$ cat config.mk
export PLATFORM = sky130hd
export DESIGN_NAME = pthm_compare
export DESIGN_NICKNAME = d
export VERILOG_FILES = /design/src/rtl/pthm_pkg.sv /design/src/rtl/pthm_compare.sv
export SDC_FILE = /design/constraint.sdc
export NUM_CORES = 1
export LEC_CHECK = 0
export ABC_AREA = 1
export BUFFER_PORTS_ARGS = -buffer_cell sky130_fd_sc_hd__buf_2
export CAP_MARGIN = 20
export CORE_AREA = 2 2 154 156
export DETAILED_ROUTE_END_ITERATION = 16
export DIE_AREA = 0 0 156 158
export GPL_TIMING_DRIVEN = 1
export SLEW_MARGIN = 30
export SYNTH_ARGS = -nofsm -noshare
export SYNTH_HDL_FRONTEND = slang
export SYNTH_SLANG_ARGS = --single-unit
$ cat constraint.sdc
create_clock -name vclk -period 3.44
set_input_delay 0.172 -clock vclk [all_inputs]
set_output_delay 0.172 -clock vclk [all_outputs]
set_load 0.005 [all_outputs]
$ cat src/rtl/pthm_pkg.sv
// Package with the shared types and status codes of the hit merger.
`timescale 1ns / 1ps
package pthm_pkg;

    typedef enum logic [2:0] {
        ST_REJECTED = 3'd0,
        ST_MERGED   = 3'd1,
        ST_NEW      = 3'd2,
        ST_FULL     = 3'd3,
        ST_HIT      = 3'd4,
        ST_EMPTY    = 3'd5
    } status_t;

    typedef struct packed {
        logic [15:0]        pad;
        logic [23:0]        track;
        logic [31:0]        energy;
        logic [31:0]        hit_time;
        logic signed [23:0] x;
        logic signed [23:0] y;
        logic signed [23:0] z;
        logic [31:0]        path;
        logic signed [31:0] particle;
    } entry_t;

    // Result of comparing one stored entry with the deposit.
    typedef struct packed {
        logic        match;
        logic        earlier;
        logic [31:0] energy_sum;
    } cmp_t;

endpackage

$ cat src/rtl/pthm_compare.sv
// Shared compare and saturating add unit used once per scanned entry.
`timescale 1ns / 1ps
module pthm_compare (
    input  pthm_pkg::entry_t entry,
    input  logic [15:0]      pad_id,
    input  logic [23:0]      track_id,
    input  logic [31:0]      energy,
    input  logic [31:0]      hit_time,
    input  logic [15:0]      time_window,
    output pthm_pkg::cmp_t   result
);
    logic [31:0] diff;
    logic [32:0] sum;

    always_comb begin
        diff = (hit_time >= entry.hit_time) ? (hit_time - entry.hit_time)
                                            : (entry.hit_time - hit_time);
        sum  = {1'b0, entry.energy} + {1'b0, energy};
        result.match      = (entry.pad == pad_id) && (entry.track == track_id) &&
                            (diff <= {16'd0, time_window});
        result.earlier    = hit_time < entry.hit_time;
        result.energy_sum = sum[32] ? 32'hFFFF_FFFF : sum[31:0];
    end
endmodule

### Yosys cells after proc, flatten, opt, wreduce, memory -nomap -nowiden

Index checks and enable logic that the tools add are counted.

* register bits after elaboration: 0
* latch bits: 0
* bits in writable memories: 0
* bits in read-only memories: 0
* bits of input ports: 360
* output and inout bits: 34
* word-level logic and storage cells: 12
* memories: 0

* $add $sub $neg: 3
* multiply operators: 0
* div/mod/pow operators: 0
* magnitude comparators: 3
* equal/unequal tests: 2
* shift-type cells: 0
* muxes and demuxes: 2
* bitwise gates (word level): 0
* reduce and logical (&&, ||, !) cells: 2

Operators by type and width (number)
* two-way mux 32 bit: 2
* subtractor 32 bit: 2
* adder 32 x 32 -> 33 bit: 1
* greater-or-equal comparator 32 bit: 1
* less-or-equal comparator 32 x 16 -> 1 bit: 1
* less-than comparator 32 bit: 1
* equality test 24 bit: 1
* equality test 16 bit: 1
* logical AND 1 bit: 2

### Logic depth before layout (Yosys ltp)

* depth in word-level cells: 4
* depth in mapped cells: 31

### Least setup slack after synthesis

No wires, ideal clock.

* path type: input to output
* start point: input port hit_time[0]
* end point: output port result[33] (netlist name)
* data arrival time: 3.126 ns
* required time: 3.268 ns
* setup slack: 0.142 ns
* stages on the path: 29
* buffers on the path: 2
* path through: inv_1 -> ha_1 -> inv_1 -> fa_1 -> nand3_1 -> nand3_1 -> nand2_1 -> nand2_1 -> nand2_1 -> nand2_2 -> nand2_2 -> nand3_2 -> buf_6 -> buf_4 -> a31oi_1 -> xnor2_1 -> inv_1 -> ha_1 -> nand2_1 -> inv_1 -> o21ai_0 -> nand2_1 -> a21oi_1 -> a21oi_1 -> nor2_1 -> nand3_1 -> nor2_1 -> nand3_1 -> nor2_1

RTL lines
* start: declaration: line pthm_compare.sv:8 `input logic [31:0] hit_time,`
* end: declaration: line pthm_compare.sv:10 `output pthm_pkg::cmp_t result`

==> results.json <==
{
  "cp_common_cell": "nand2_2",
  "synth_area_um2": 7280,
  "crit_required_ns": 3.27,
  "slew_violations": 0,
  "fin_area_um2": 10600,
  "yosysUniqueCellTypes": 43,
  "final_cells": 2121,
  "area_delta_synth_final_pct": 45.6,
  "finalSetupViolCount": 1,
  "ir_drop_uv": 67.7,
  "drive_gt1_frac": 0.283,
  "syn-num-nets": 1867,
  "rsz0062_at_grt": "yes",
  "dieWidth_um": 156,
  "hp-start": "energy[0]",
  "p_leak_nw": 6.37,
  "grt_max_degree": 21,
  "ant_nets": 0,
  "wl_per_cell_um": 13.7,
  "drt_pass1_iterations": 5,
  "hold_viol": 0,
  "grt_pass1_vias": 9451,
  "die_h_um": 158,
  "status": "finished with violations",
  "yosysWarnings": 0,
  "synthCells": 1393,
  "synth_area_per_cell_um2": 5.22,
  "nNetsFinal": 2306,
  "pre_cts_ws_ns": -0.541,
  "grt_overflow_total": 0,
  "maxCapViolCount": 0,
  "worstSetupEndpointType": "output pin",
  "fmax_mhz": 259,
  "grt_usage": 0.226,
  "worst_path_largest_cell_delay_ns": 0.36,
  "route.vias.total": 9925,
  "worstPathArrival_ns": 3.69,
  "p_total_mw": 2.01,
  "min_period_ns": 3.87,
  "fillers": 2582,
  "seqCellArea_um2": 0,
  "synth_area_leaders": "nand2_1, ha_1, inv_1",
  "grt_pass1_wl_mm": 45.1,
  "vias_per_cell": 4.68,
  "critical_path_class": "in -> out",
  "synth_top_area_frac": 0.237,
  "routed_wl_mm": 29.0,
  "drc": 0,
  "violations": "setup timing",
  "grt_antenna_before_repair": 2,
  "synth_top_cell_by_area": "nand2_1",
  "dpl.hpwl_mm": 26.2,
  "row_count": 56,
  "nClkBuffers": 0,
  "crit_fanout": 6,
  "final.setup.tns_ns": -0.426,
  "fin_crit_sh": 1.12,
  "n_sequential_cell": 0,
  "io_buffers": 258,
  "crit_start": "hit_time[0]",
  "synth_common_cells": "nand2_1, inv_1, nor2_1",
  "synth.most_common_cell": "nand2_1",
  "worst_hold_slack_ns": 0.714,
  "worst_path_max_delay_cell": "fa_2",
  "critPathLaunchType": "input port",
  "yosysSeqAreaShare": 0,
  "initialDrtViolationCount": 652,
  "die-area_um2": 24600,
  "fp.coreArea_um2": 23100,
  "fin_ws_ns": -0.426,
  "relSlewSlack": 0.670,
  "tightest_slew_ns": 0.491,
  "place_congestion": 0.985,
  "power_density_nw_per_um2": 190,
  "final_util": 0.460,
  "dp.cells": 2107,
  "ioPinCount": 394,
  "initial_utilization": 0.316,
  "holdCritPathClass": "in -> out",
  "place_area_um2": 10200
}
[repair_timing]
action,in CTS,in global routing
cloned,0,1
hold buffers,0,0
setup buffers,3,9
pin swaps,5,26
resized for setup,13,39
endpoints found under the setup margin,1,1
[cells in the final DEF (no fill, tap or decap), drive strengths merged, types with 4 or more instances in the layout]
| cell | count |
|---|---|
| a21boi | 5 |
| a31oi | 7 |
| a21o | 8 |
| o21bai | 11 |
| nor3 | 14 |
| or2 | 7 |
| o21a | 7 |
| xnor2 | 34 |
| nor2 | 138 |
| buf | 448 |
| o22ai | 4 |
| a21oi | 106 |
| nand3b | 6 |
| nand4 | 15 |
| nand2 | 470 |
| ha | 111 |
| nand3 | 65 |
| xor2 | 27 |
| inv | 274 |
| o21ai | 54 |
[kinds of logic after synthesis]
family,count (synthesis),synth area share
compound gates,210,0.163
fa+ha+maj,114,0.199
xor+xnor,61,0.0734
mux,1,0.00138
buf+inv,286,0.153
simple gates,721,0.410
[metal layers]
layer  track usage  up-vias  wire, um
met5             0        -        13
met4        0.0266        2       378
met3        0.0200       28      1800
met2         0.390      318     12800
met1         0.314     4339     14000
li1              -     5238         -
[where the power goes]
| part | total, mW | internal (mW) | switching (mW) |
|---|---|---|---|
| logic | 2.01 | 0.896 | 1.11 |
| registers | 0 | 0 | 0 |
| clock network | 0.0000000389 | 0.0000000389 | 0 |
[path summary, 6_finish.rpt]
| kind | endpoint | cells past startpoint | slack, ns |
|---|---|---|---|
| max | result[33] | 30 | -0.43 |
| min | result[0] | 5 | 0.71 |
[area by class of cell]
type | instances | area (um^2) | share of cell area
antenna | 1 | 2.50 | 0.000236
multi-input combinational | 1107 | 6430 | 0.607
inverter | 274 | 1030 | 0.0973
timing repair buffer | 449 | 2770 | 0.261
tap | 290 | 363 | 0.0342
[worst max-delay path: cells and delay by family]
family / cells / cell delay [ns]
and+or+nand+nor: 18 / 1.94
buffers and inverters: 6 / 0.54
adders and majority gates: 3 / 0.77
AOI/OAI and AO/OA: 2 / 0.13
xor gates and xnor gates: 1 / 0.16
Note: power is estimated with default switching activity, not from simulation.
